**src/rtl/core/gif_pkg.sv**
```systemverilog
`timescale 1ns / 1ps
package gif_pkg;

    localparam int MAX_WIDTH  = 256;
    localparam int MAX_HEIGHT = 256;
    localparam int MAX_RADIUS = 8;

    localparam int PIX_DEPTH = MAX_WIDTH * MAX_HEIGHT;
    localparam int PIX_AW    = $clog2(PIX_DEPTH);
    localparam int IDX_W     = $clog2(PIX_DEPTH + 1);
    localparam int DIM_W     = $clog2(((MAX_WIDTH > MAX_HEIGHT) ? MAX_WIDTH : MAX_HEIGHT) + 1);
    localparam int RAD_W     = $clog2(MAX_RADIUS + 1);
    localparam int SPAN_W    = $clog2(2 * MAX_RADIUS + 2);
    localparam int CNT_W     = $clog2((2 * MAX_RADIUS + 1) * (2 * MAX_RADIUS + 1) + 1);

    localparam int FRAC    = 24;
    localparam int Q_W     = 32;
    localparam int Q24P_W  = FRAC + 1;
    localparam int PROD_W  = 2 * Q_W;
    localparam int QM_W    = PROD_W - FRAC;
    localparam int SMP_W   = Q_W + 1;
    localparam int SUM_W   = Q_W + CNT_W + 1;
    localparam int DVD_W   = Q_W + FRAC;
    localparam int DVS_W   = Q_W;
    localparam int QUO_W   = DVD_W + 1;

    localparam int PIX_DW  = 16;
    localparam int COEF_DW = 2 * Q_W;

    localparam int WIDTH_W  = 9;
    localparam int HEIGHT_W = 9;
    localparam int RCFG_W   = 4;
    localparam int EPS_W    = 16;
    localparam int CFG_DW   = 16;
    localparam int CFG_IW   = 2;

    typedef enum logic [CFG_IW-1:0] {
        REG_WIDTH  = 2'd0,
        REG_HEIGHT = 2'd1,
        REG_RADIUS = 2'd2,
        REG_EPS    = 2'd3
    } t_reg_idx;

    localparam logic ACT_LOAD    = 1'b0;
    localparam logic ACT_REQUEST = 1'b1;

    localparam logic signed [QUO_W-1:0] SAT_HI = {{(QUO_W-Q_W+1){1'b0}}, {(Q_W-1){1'b1}}};
    localparam logic signed [QUO_W-1:0] SAT_LO = {{(QUO_W-Q_W+1){1'b1}}, {(Q_W-1){1'b0}}};

    // Grey level g mapped to (g << 24) / 255; an 8-bit input makes this a small table.
    function automatic logic [Q24P_W-1:0] to_q24(input logic [7:0] g);
        logic [31:0] t;
        t = {g, 24'd0};
        return Q24P_W'(t / 255);
    endfunction

    function automatic logic signed [Q_W-1:0] sat32(input logic signed [QUO_W-1:0] v);
        logic signed [Q_W-1:0] res;
        if (v > SAT_HI) begin
            res = SAT_HI[Q_W-1:0];
        end else if (v < SAT_LO) begin
            res = SAT_LO[Q_W-1:0];
        end else begin
            res = v[Q_W-1:0];
        end
        return res;
    endfunction

    // Drops the fraction bits of a product, rounding toward zero.
    function automatic logic signed [QM_W-1:0] qtrunc(input logic signed [PROD_W-1:0] p);
        logic [PROD_W-1:0] mag;
        logic [PROD_W-1:0] sh;
        logic signed [QM_W-1:0] res;
        mag = p[PROD_W-1] ? PROD_W'(-p) : PROD_W'(p);
        sh  = mag >> FRAC;
        res = p[PROD_W-1] ? -$signed(sh[QM_W-1:0]) : $signed(sh[QM_W-1:0]);
        return res;
    endfunction

endpackage

```
**src/rtl/core/gif_div.sv**
```systemverilog
`timescale 1ns / 1ps
module gif_div (
    input  logic                              i_clk,
    input  logic                              i_rst_n,
    input  logic                              i_start,
    input  logic signed [gif_pkg::DVD_W-1:0]  i_dividend,
    input  logic [gif_pkg::DVS_W-1:0]         i_divisor,
    output logic                              o_busy,
    output logic                              o_done,
    output logic signed [gif_pkg::QUO_W-1:0]  o_quotient
);

    localparam int DCNT_W = $clog2(gif_pkg::DVD_W + 1);

    logic                          r_busy;
    logic                          r_done;
    logic [DCNT_W-1:0]             r_cnt;
    logic [gif_pkg::DVS_W-1:0]     r_rem;
    logic [gif_pkg::DVS_W-1:0]     r_dvs;
    logic [gif_pkg::DVD_W-1:0]     r_q;
    logic                          r_neg;

    logic [gif_pkg::DVS_W:0]       trial;
    logic                          fits;
    logic [gif_pkg::DVS_W:0]       diff;

    // Restoring division on magnitudes, one quotient bit per cycle.
    always_comb begin
        trial = {r_rem, r_q[gif_pkg::DVD_W-1]};
        fits  = trial >= {1'b0, r_dvs};
        diff  = trial - {1'b0, r_dvs};
    end

    always_ff @(posedge i_clk) begin
        if (!i_rst_n) begin
            r_busy <= 1'b0;
            r_done <= 1'b0;
            r_cnt  <= '0;
        end else begin
            r_done <= 1'b0;
            if (i_start && !r_busy) begin
                r_busy <= 1'b1;
                r_cnt  <= DCNT_W'(gif_pkg::DVD_W);
            end else if (r_busy) begin
                r_cnt <= r_cnt - 1'b1;
                if (r_cnt == DCNT_W'(1)) begin
                    r_busy <= 1'b0;
                    r_done <= 1'b1;
                end
            end
        end
    end

    always_ff @(posedge i_clk) begin
        if (i_start && !r_busy) begin
            r_neg <= i_dividend[gif_pkg::DVD_W-1];
            r_q   <= i_dividend[gif_pkg::DVD_W-1] ? gif_pkg::DVD_W'(-i_dividend)
                                                  : gif_pkg::DVD_W'(i_dividend);
            r_dvs <= i_divisor;
            r_rem <= '0;
        end else if (r_busy) begin
            r_q   <= {r_q[gif_pkg::DVD_W-2:0], fits};
            r_rem <= fits ? diff[gif_pkg::DVS_W-1:0] : trial[gif_pkg::DVS_W-1:0];
        end
    end

    assign o_busy     = r_busy;
    assign o_done     = r_done;
    assign o_quotient = r_neg ? -$signed({1'b0, r_q}) : $signed({1'b0, r_q});

endmodule

```
**config.mk**
```make
export PLATFORM = sky130hd
export DESIGN_NAME = gif_div
export DESIGN_NICKNAME = d
export VERILOG_FILES = /design/src/rtl/core/gif_pkg.sv /design/src/rtl/core/gif_div.sv
export SDC_FILE = /design/constraint.sdc
export NUM_CORES = 1
export LEC_CHECK = 0
export BUFFER_PORTS_ARGS = -buffer_cell sky130_fd_sc_hd__buf_2
export CAP_MARGIN = 20
export CORE_MARGIN = 4
export CORE_UTILIZATION = 47
export DETAILED_ROUTE_END_ITERATION = 8
export PLACE_DENSITY_LB_ADDON = 0.12
export SLEW_MARGIN = 25
export SYNTH_ARGS = -nofsm -noshare
export SYNTH_HDL_FRONTEND = slang
export SYNTH_SLANG_ARGS = --single-unit
```
**constraint.sdc**
```tcl
create_clock -name i_clk -period 8.4 [get_ports i_clk]
set_input_delay 0.42 -clock i_clk [delete_from_list [all_inputs] [get_ports i_clk]]
set_output_delay 0.42 -clock i_clk [all_outputs]
set_load 0.05 [all_outputs]
```
Word level (Yosys, flattened, before mapping):

Index checks and enable logic that the tools add are counted.

* $add $sub $neg: 4
* order comparisons: 1
* equal/unequal tests: 1
* mux-type cells: 11
* bitwise logic cells: 2
* reductions and logical operators: 5

Operators with widths (count)
* $mux W56: 3
* $mux W57: 1
* $neg A56 Y57: 1
* $neg A56 Y56: 1
* $ge A33 B32 Y1: 1
* $mux W32: 1
* $sub A32 B32 Y32: 1
* $mux W6: 2
* $eq A6 B1 Y1 const B: 1
* $sub A6 B1 Y6 const B: 1
* $mux W1: 4
* $reduce_or A3 Y1: 1
* $not A1 Y1: 2
* $reduce_bool A2 Y1: 1
* $reduce_or A2 Y1: 1
* $logic_and A1 B1 Y1: 1
* $logic_not A1 Y1: 1

* register bits after elaboration: 129
* input port bits: 91
* output and inout port bits: 59
* logic and storage cells: 32

Depth between registers and ports, before layout:

Gate-level depths: netlist (run 1).

* word-level depth: 4
* mapped depth: 13
* gate-level depth less buffers: 12

Worst setup path before layout (run 1):

Ideal clock, no wire load.

* path kind: flip-flop to output port
* start point: register r_q[29] in the netlist's numbering
* end point: output o_quotient[53] in the netlist's numbering
* arrival time: 3135 ps
* data required time: 7980 ps
* setup slack: 4845 ps
* stages on the path, launching flop included: 9
* buffers on the path: 0
* cell sequence: edfxtp_1 or3_1 or3_1 or4_1 or4_1 nor2_2 nand4_1 o31ai_1 xnor2_1

* word-level cells in the longest chain between the ends: 2

Ends and longest elaborated chain
* from (decl): line gif_div.sv:20 `logic [gif_pkg::DVD_W-1:0] r_q;`
* from (signal assigned): line gif_div.sv:57 `r_q <= i_dividend[gif_pkg::DVD_W-1] ? gif_pkg::DVD_W'(-i_dividend)`
* from (signal assigned): line gif_div.sv:62 `r_q <= {r_q[gif_pkg::DVD_W-2:0], fits};`
* $neg A56 Y57: line gif_div.sv:69 `assign o_quotient = r_neg ? -$signed({1'b0, r_q}) : $signed({1'b0, r_q});`
* $mux W57: line gif_div.sv:69
* to (decl): line gif_div.sv:10 `output logic signed [gif_pkg::QUO_W-1:0] o_quotient`

No other way between the ends.

Worst setup path after layout (run 1):

* start point: register r_q[17] in the netlist's numbering
* end point: output o_quotient[53] in the netlist's numbering

Same word-level chain as after synthesis.

==> flow_summary_export.csv, run 1 <==
group,metric,value,unit
synth,synth_area,0.008931,mm^2
sta,rsz0062_at_grt,"no",
synth,synth_flop_cell,"edfxtp_1",
worst_hold_path,worstHoldPathType,"input pin to register",
power_and_ir_drop,leakage,4.266,nW
synth,synthesis.nets,1131,
sta,worst_pin_slew,0.9636,ns
finish,layout_commonest_cell,"buf_2",
global_routing,grt_pass1_vias,7430,
sta,hold_viol_final,0,
placement,placed_area,0.009889,mm^2
synth,async_flop_share,0,%
critical_path,cp_max_fo,5,
floorplan,die_area,0.02127,mm^2
synth,avgSynthCellArea,8.904,um^2
sta,skew,0.01224,ns
finish,final_nets,1265,
synth,synth_seq_area_share,38.89,%
placement,gp_congestion,0.8976,
critical_path,cp-start-kind,"register",
floorplan,start_util,47.75,%
placement,place_hpwl,17030,um
routing,via_per_inst,5.614,
routing,routedWlPerCell,16.78,um
clocking,cts_hold_buf,0,
finish,mostFrequentLayoutCells,"buf_2 (149), nand2_1 (148), o21ai_0 (136), edfxtp_1 (89), xnor2_1 (71)",
clocking,numCtsBuffers,17,
clocking,clock-root-buffer,"clkbuf_16",
floorplan,die_h,145.9,um
synth,synth-edff-count,89,
synth,synthMuxAreaShare,0.1121,%
sta,tns,0,ns
clocking,cts_tree,"done",
synth,ys_types,60,
sta,timing.final.crit_period,4.317,ns
floorplan,coreArea,0.01871,mm^2
routing,firstDrtPassIters,5,
worst_hold_path,min_from,"i_divisor[3]",
sta,timing.slew.headroom,35.76,%
critical_path,path_cells,"or4_1 -> nor4_1 -> nand2b_1 -> or3_1 -> nor2_1 -> nand4_1 -> o31ai_1 -> xnor2_1 -> buf_2",
sta,min_period_over_period,51.39,%
placement,portBuffers,149,
floorplan,io_pins,150,
run,cap_violations,0,
global_routing,grt_remaining_overflow,0,
synth,yosys.area_share.simple,17.47,%
floorplan,rows,50,
routing,drt_iter0_drc,382,
finish,drive_above_1_share,17.23,%
sta,fmax,231.7,MHz
global_routing,grt_antenna_before_repair,8,
sta,drv_slew,0,
finish,design_area,0.01046,mm^2
routing,drc,0,
clocking,cts.htree.levels,4,
clocking,cts.sinks,129,
outcome,status,"finished clean",
sta,final-setup-viol-count,0,
routing,drtAntennaViolNets,0,
clocking,clock_path_buffers,2,
synth,synth-seq-cells,129,
critical_path,crit_required,7.98,ns
power_and_ir_drop,vdd_drop_max,0.1342,mV
critical_path,cp.arrival,3.90,ns
finish,nFillCells,1755,
critical_path,worstSetupStartpoint,"r_q[17]",
critical_path,max_stage_delay,0.61,ns
power_and_ir_drop,p_per_area,281.7,mW/mm^2
synth,yosysWarnings,0,
floorplan,die_x,145.9,um
global_routing,grt_pass1_wl,37610,um
synth,syn_inst,1003,
clocking,clk_pin_slew,0.05,ns
critical_path,rr_startpoint,"r_dvs[14]",
routing,drt_wl_total,23240,um
clocking,post_cts_buffers,0,
synth,synthAdderAreaFrac,5.268,%
critical_path,cpMaxStageDelayCell,"or4_1",
clocking,clk_latency,0.42,ns
critical_path,setup.worst_path.class,"register to output port",
global_routing,grt_max_degree,113,
synth,synth_xor_area_share,13.34,%
synth,synth-compound-area-share,21.10,%
routing,vias,7775,
global_routing,track_usage,21.66,%
finish,register_area,0.003473,mm^2
finish,area_delta_synth_final,17.11,%
clocking,cts_resized,0,
synth,synth_top_family_by_area,"compound AO/OA/AOI/OAI gates",
critical_path,endpoint_kind,"output port",
finish,multiInputGateArea,0.005149,mm^2
[power by group]
| part | total, mW | switching (mW) | internal, mW |
|---|---|---|---|
| Clock | 0.716 | 0.267 | 0.449 |
| Combinational | 1.28 | 0.818 | 0.464 |
| Sequential | 0.949 | 0.121 | 0.828 |
| Total | 2.95 | 1.21 | 1.74 |
[metal layers]
layer / vias to the layer above / wire [um] / share of wire, % / global-route usage, %
li1: 3922 / - / - / -
met1: 3583 / 11110 / 48 / 29.91
met2: 215 / 10100 / 43 / 33.15
met3: 43 / 1555 / 6.7 / 5.824
met4: 12 / 408 / 1.8 / 6.980
met5: - / 69 / 0.30 / 0
[cells by family after synthesis]
group	count (synthesis)
AOI/OAI and AO/OA	297
xor gates and xnor gates	136
adders and majority gates	37
buffers and inverters	90
DFF	129
muxes	1
and+or+nand+nor	313
[stage by stage]
step / util (%) / instances / power, mW / setup WS (ns) / hold slack, ns
6_report: 55.91 / 1385 / 2.946 / 4.083 / 0.1710
5_1_grt: 55.91 / 1385 / 3.144 / 3.916 / 0.1561
4_1_cts: 55.85 / 1383 / 2.956 / 4.090 / 0.1525
3_5_place_dp: 52.87 / 1352 / 2.231 / 4.554 / 0.4555
3_3_place_gp: 52.86 / 1352 / 2.216 / 4.607 / 0.4558
2_1_floorplan: - / 1003 / 1.927 / 4.845 / 0.4366
[Yosys cell counts (14+ instances only)]
master / instances / area [um^2]
or3_1: 18 / 112.6
dfxtp_1: 40 / 800.8
o21ai_0: 136 / 680.7
edfxtp_1: 89 / 2673
inv_1: 50 / 187.7
o31ai_1: 39 / 292.8
or4_1: 14 / 105.1
a22o_1: 14 / 122.6
xnor2_1: 71 / 621.9
nor2_1: 34 / 127.6
nand2_1: 148 / 555.5
xor2_1: 65 / 569.3
a21oi_1: 32 / 160.2
clkbuf_1: 37 / 138.9
ha_1: 36 / 450.4
[sequential cells by signal, indices dropped and copies added (netlist names)]
signal,flops
r_q,56
o_busy,1
r_cnt,6
r_neg,1
o_done,1
r_dvs,32
r_rem,32
[path summary, 6_finish.rpt]
path	endpoint	slack (ns)	cells after the start
setup reg to reg	r_rem[12]	4.83	11
hold / removal	r_dvs[3]	0.17	1
hold reg to reg	r_rem[31]	0.47	2
setup / recovery	o_quotient[53]	4.08	9
[area by class of cell]
type | instances | area share [%]
Timing Repair Buffer | 155 | 7.561
Inverter | 50 | 1.818
Clock buffer | 25 | 4.546
Antenna cell | 2 | 0.04785
Sequential cell | 129 | 33.21
Multi-Input combinational cell | 784 | 49.23
Tap cell | 234 | 2.799
Clock inverter | 6 | 0.7896
[worst max-delay path: cells and delay by family, from the launching register on]
kind	cells	cell delay [ns]
AOI/OAI and AO/OA	1	0.39
xor gates and xnor gates	1	0.15
buffers and inverters	1	0.28
and+or+nand+nor	6	2.26
DFF	1	0.42
(Power assumes the default switching activity.)
==> inputs of run 2 (changes only) <==
--- a/config.mk
+++ b/config.mk
@@ -5,6 +5,7 @@
 export SDC_FILE = /design/constraint.sdc
 export NUM_CORES = 1
 export LEC_CHECK = 0
+export ABC_AREA = 1
 export BUFFER_PORTS_ARGS = -buffer_cell sky130_fd_sc_hd__buf_2
 export CAP_MARGIN = 20
 export CORE_MARGIN = 4
==> constraint.sdc (replaced) <==
create_clock -name i_clk -period 4.44 [get_ports i_clk]
set_input_delay 0.222 -clock i_clk [delete_from_list [all_inputs] [get_ports i_clk]]
set_output_delay 0.222 -clock i_clk [all_outputs]
set_load 0.05 [all_outputs]
==> run 2 against run 1 <==
Setup slack got worse by 2.8 ns; final cell count is 68% higher; critical path depth is 1 higher; core utilization shrank 0.15 points; critical endpoint is now o_quotient[30]; largest cell class unchanged; largest power group unchanged.
==> flow_summary_export.csv, run 2 <==
group,metric,value,unit
finish,regMostFlops,"r_q",
finish,area_delta_synth_final,17.00,%
synth,synth-edff-count,89,
critical_path,r2r_cells,14,
placement,portBuffers,149,
clocking,cts.htree.levels,4,
finish,layout_commonest_cell,"nand2_1",
critical_path,cp.arrival,2.92,ns
power_and_ir_drop,leakage,6.672,nW
routing,routedWlPerCell,16.36,um
power_and_ir_drop,vdd_drop_max,0.3408,mV
sta,min_period_over_period,70.75,%
sta,skew,0.009626,ns
worst_hold_path,min_from,"i_divisor[6]",
synth,avgSynthCellArea,6.340,um^2
synth,synth_area,0.01159,mm^2
clocking,cts_tree,"done",
synth,synth_common_cells,"nand2_1 (588), inv_1 (277), nor2_1 (204)",
finish,final_nets,2119,
synth,synth-seq-cells,129,
synth,synth_top_area_share,23.06,%
synth,async_flop_share,0,%
clocking,numCtsBuffers,17,
floorplan,start_util,47.66,%
floorplan,coreArea,0.02432,mm^2
critical_path,setup.worst_path.class,"register to output port",
routing,drc,0,
outcome,status,"finished clean",
power_and_ir_drop,p_per_area,488.6,mW/mm^2
global_routing,track_usage,28.19,%
critical_path,cp_max_fo,6,
worst_hold_path,worstHoldPathType,"input pin to register",
routing,vias,11960,
floorplan,rows,57,
global_routing,grt_pass1_vias,11790,
finish,final-instance-count-excl-fill,2328,
synth,synth_seq_area_share,29.97,%
sta,drv_slew,0,
critical_path,r2r_slack,1.48,ns
floorplan,io_pins,150,
floorplan,die_area,0.02723,mm^2
clocking,cts_resized,0,
finish,final_util,55.76,%
clocking,clk_latency,0.44,ns
synth,ys_types,45,
worst_hold_path,holdPathEnd,"r_dvs[6]",
synth,yosys.area.top_type,"edfxtp_1",
finish,largestRegisters,"r_q x56, r_dvs x32, r_rem x32",
routing,drt_iter0_drc,776,
clocking,cts.sinks,129,
routing,drt_wl_total,38090,um
synth,syn_inst,1828,
routing,via_per_inst,5.139,
critical_path,cp-start-kind,"register",
floorplan,die_h,165.0,um
sta,fmax,318.4,MHz
global_routing,grt_antenna_before_repair,0,
sta,timing.slew.headroom,43.07,%
run,cap_violations,0,
critical_path,rr_startpoint,"r_dvs[3]",
clocking,clock_path_buffers,2,
global_routing,grt_remaining_overflow,0,
synth,synthTopCellsByArea,"edfxtp_1 (23%), nand2_1 (19%), inv_1 (9.0%), nand3_1 (7.9%), dfxtp_1 (6.9%)",
finish,design_area,0.01356,mm^2
finish,diodes,0,
worst_hold_path,hold_depth,1,
sta,tns,0,ns
sta,timing.final.crit_period,3.141,ns
placement,placed_area,0.01260,mm^2
critical_path,crit_required,4.22,ns
floorplan,die_x,165.0,um
finish,largest_register_ffs,56,
sta,rsz0062_at_grt,"no",
clocking,clock-root-buffer,"clkbuf_16",
synth,yosysMostFrequentCell,"nand2_1",
routing,drtAntennaViolNets,0,
placement,place_hpwl,29820,um
critical_path,endpoint_kind,"output port",
clocking,clk_pin_slew,0.06,ns
global_routing,grt_pass1_wl,59840,um
placement,gp_congestion,0.9867,
placement,place_inst,2266,
finish,drive_above_1_share,12.92,%
routing,firstDrtPassIters,5,
synth,synth_flop_cell,"edfxtp_1",
synth,synthesis.nets,1956,
sta,hold_viol_final,0,
sta,final-setup-viol-count,0,
global_routing,grt_max_degree,58,
finish,mostFrequentLayoutCells,"nand2_1 (587), inv_1 (276), nor2_1 (204), nand3_1 (182), buf_2 (149)",
clocking,post_cts_buffers,0,
sta,worst_pin_slew,0.8527,ns
synth,yosysWarnings,0,
critical_path,r2r-end,"r_q[0]",
[run 2: cell types whose count changed after synthesis, moves of 31 or more]
cell	previous run	this run
inv_1	50	277
nand2_1	148	588
nand3_1	12	182
nand4_1	6	37
nor2_1	34	204
o21ai_0	136	71
o31ai_1	39	1
xnor2_1	71	25
[run 2: cells by family (layout without fill, tap and decap cells)]
kind of cell | after synthesis | in the layout | synth area share, %
simple gates | 1110 | 1110 | 41.80
buf+inv | 329 | 505 | 11.05
compound gates | 138 | 138 | 6.693
flops | 129 | 129 | 29.97
xor+xnor | 85 | 85 | 6.423
fa+ha+maj | 37 | 37 | 4.059
[run 2: worst max-delay path by stage]
stage / slack (ns) / end / cells after the start / start
after floorplan: 1.23 / r_q[0] / 4 / o_busy
after global placement: 1.48 / r_q[0] / 14 / r_dvs[8]
after detailed placement: 1.43 / r_q[0] / 14 / r_dvs[3]
after CTS: 1.30 / o_quotient[30] / 10 / r_q[0]
after global routing: 1.15 / o_quotient[48] / 13 / r_q[0]
final: 1.30 / o_quotient[30] / 10 / r_q[0]
[run 2: power breakdown]
group	switching (mW)	internal [mW]	total, mW	leakage, nW
registers	0.185	1.56	1.74	1.21
logic	2.24	1.03	3.27	5.14
clock network	0.609	1.01	1.62	0.317
total	3.03	3.60	6.63	6.67
[run 2: area by class of cell]
cell class,count,area [um^2]
Clock inverter,14,230.2
Multi-Input combinational cell,1370,6838
Fill cell,2472,10760
Inverter,285,1071
Sequential cell,129,3473
Tap cell,324,405.4
Clock buffer,18,429.2
Timing Repair Buffer,188,1114
[run 2: critical path, cell delays in order (launching register included)]
cell and delay [ns]:
edfxtp_1 0.43, inv_1 0.12, ha_1 0.19, nand3_2 0.20, nor2_2 0.21, nand3_1 0.13
nor2_2 0.23, nand3_1 0.13, o21ai_0 0.22, xor2_1 0.30, buf_2 0.33
[run 2: stage by stage]
step | hold slack (ns) | setup slack (ns) | power [mW]
after floorplan | 0.3209 | 1.232 | 4.235
after global placement | 0.3989 | 1.482 | 4.977
after detailed placement | 0.4004 | 1.432 | 4.986
after CTS | 0.00006908 | 1.300 | 6.648
after global routing | 0.0003160 | 1.148 | 7.106
final | 0.01001 | 1.299 | 6.626
[run 2: metal layers]
layer,routed length (um),share of wire [%],vias up,global-route usage (%)
met5,0,0,-,0
met4,1865,4.9,0,13.35
met3,1530,4.0,99,3.294
met2,19140,50,349,50.98
met1,15550,41,5372,33.05
li1,-,-,6143,-
[run 2: repair_timing]
action / 4_1_cts / 5_1_grt
hold buffers: 29 / 1
setup endpoints to repair: 0 / 0
hold endpoints to repair: 29 / 1
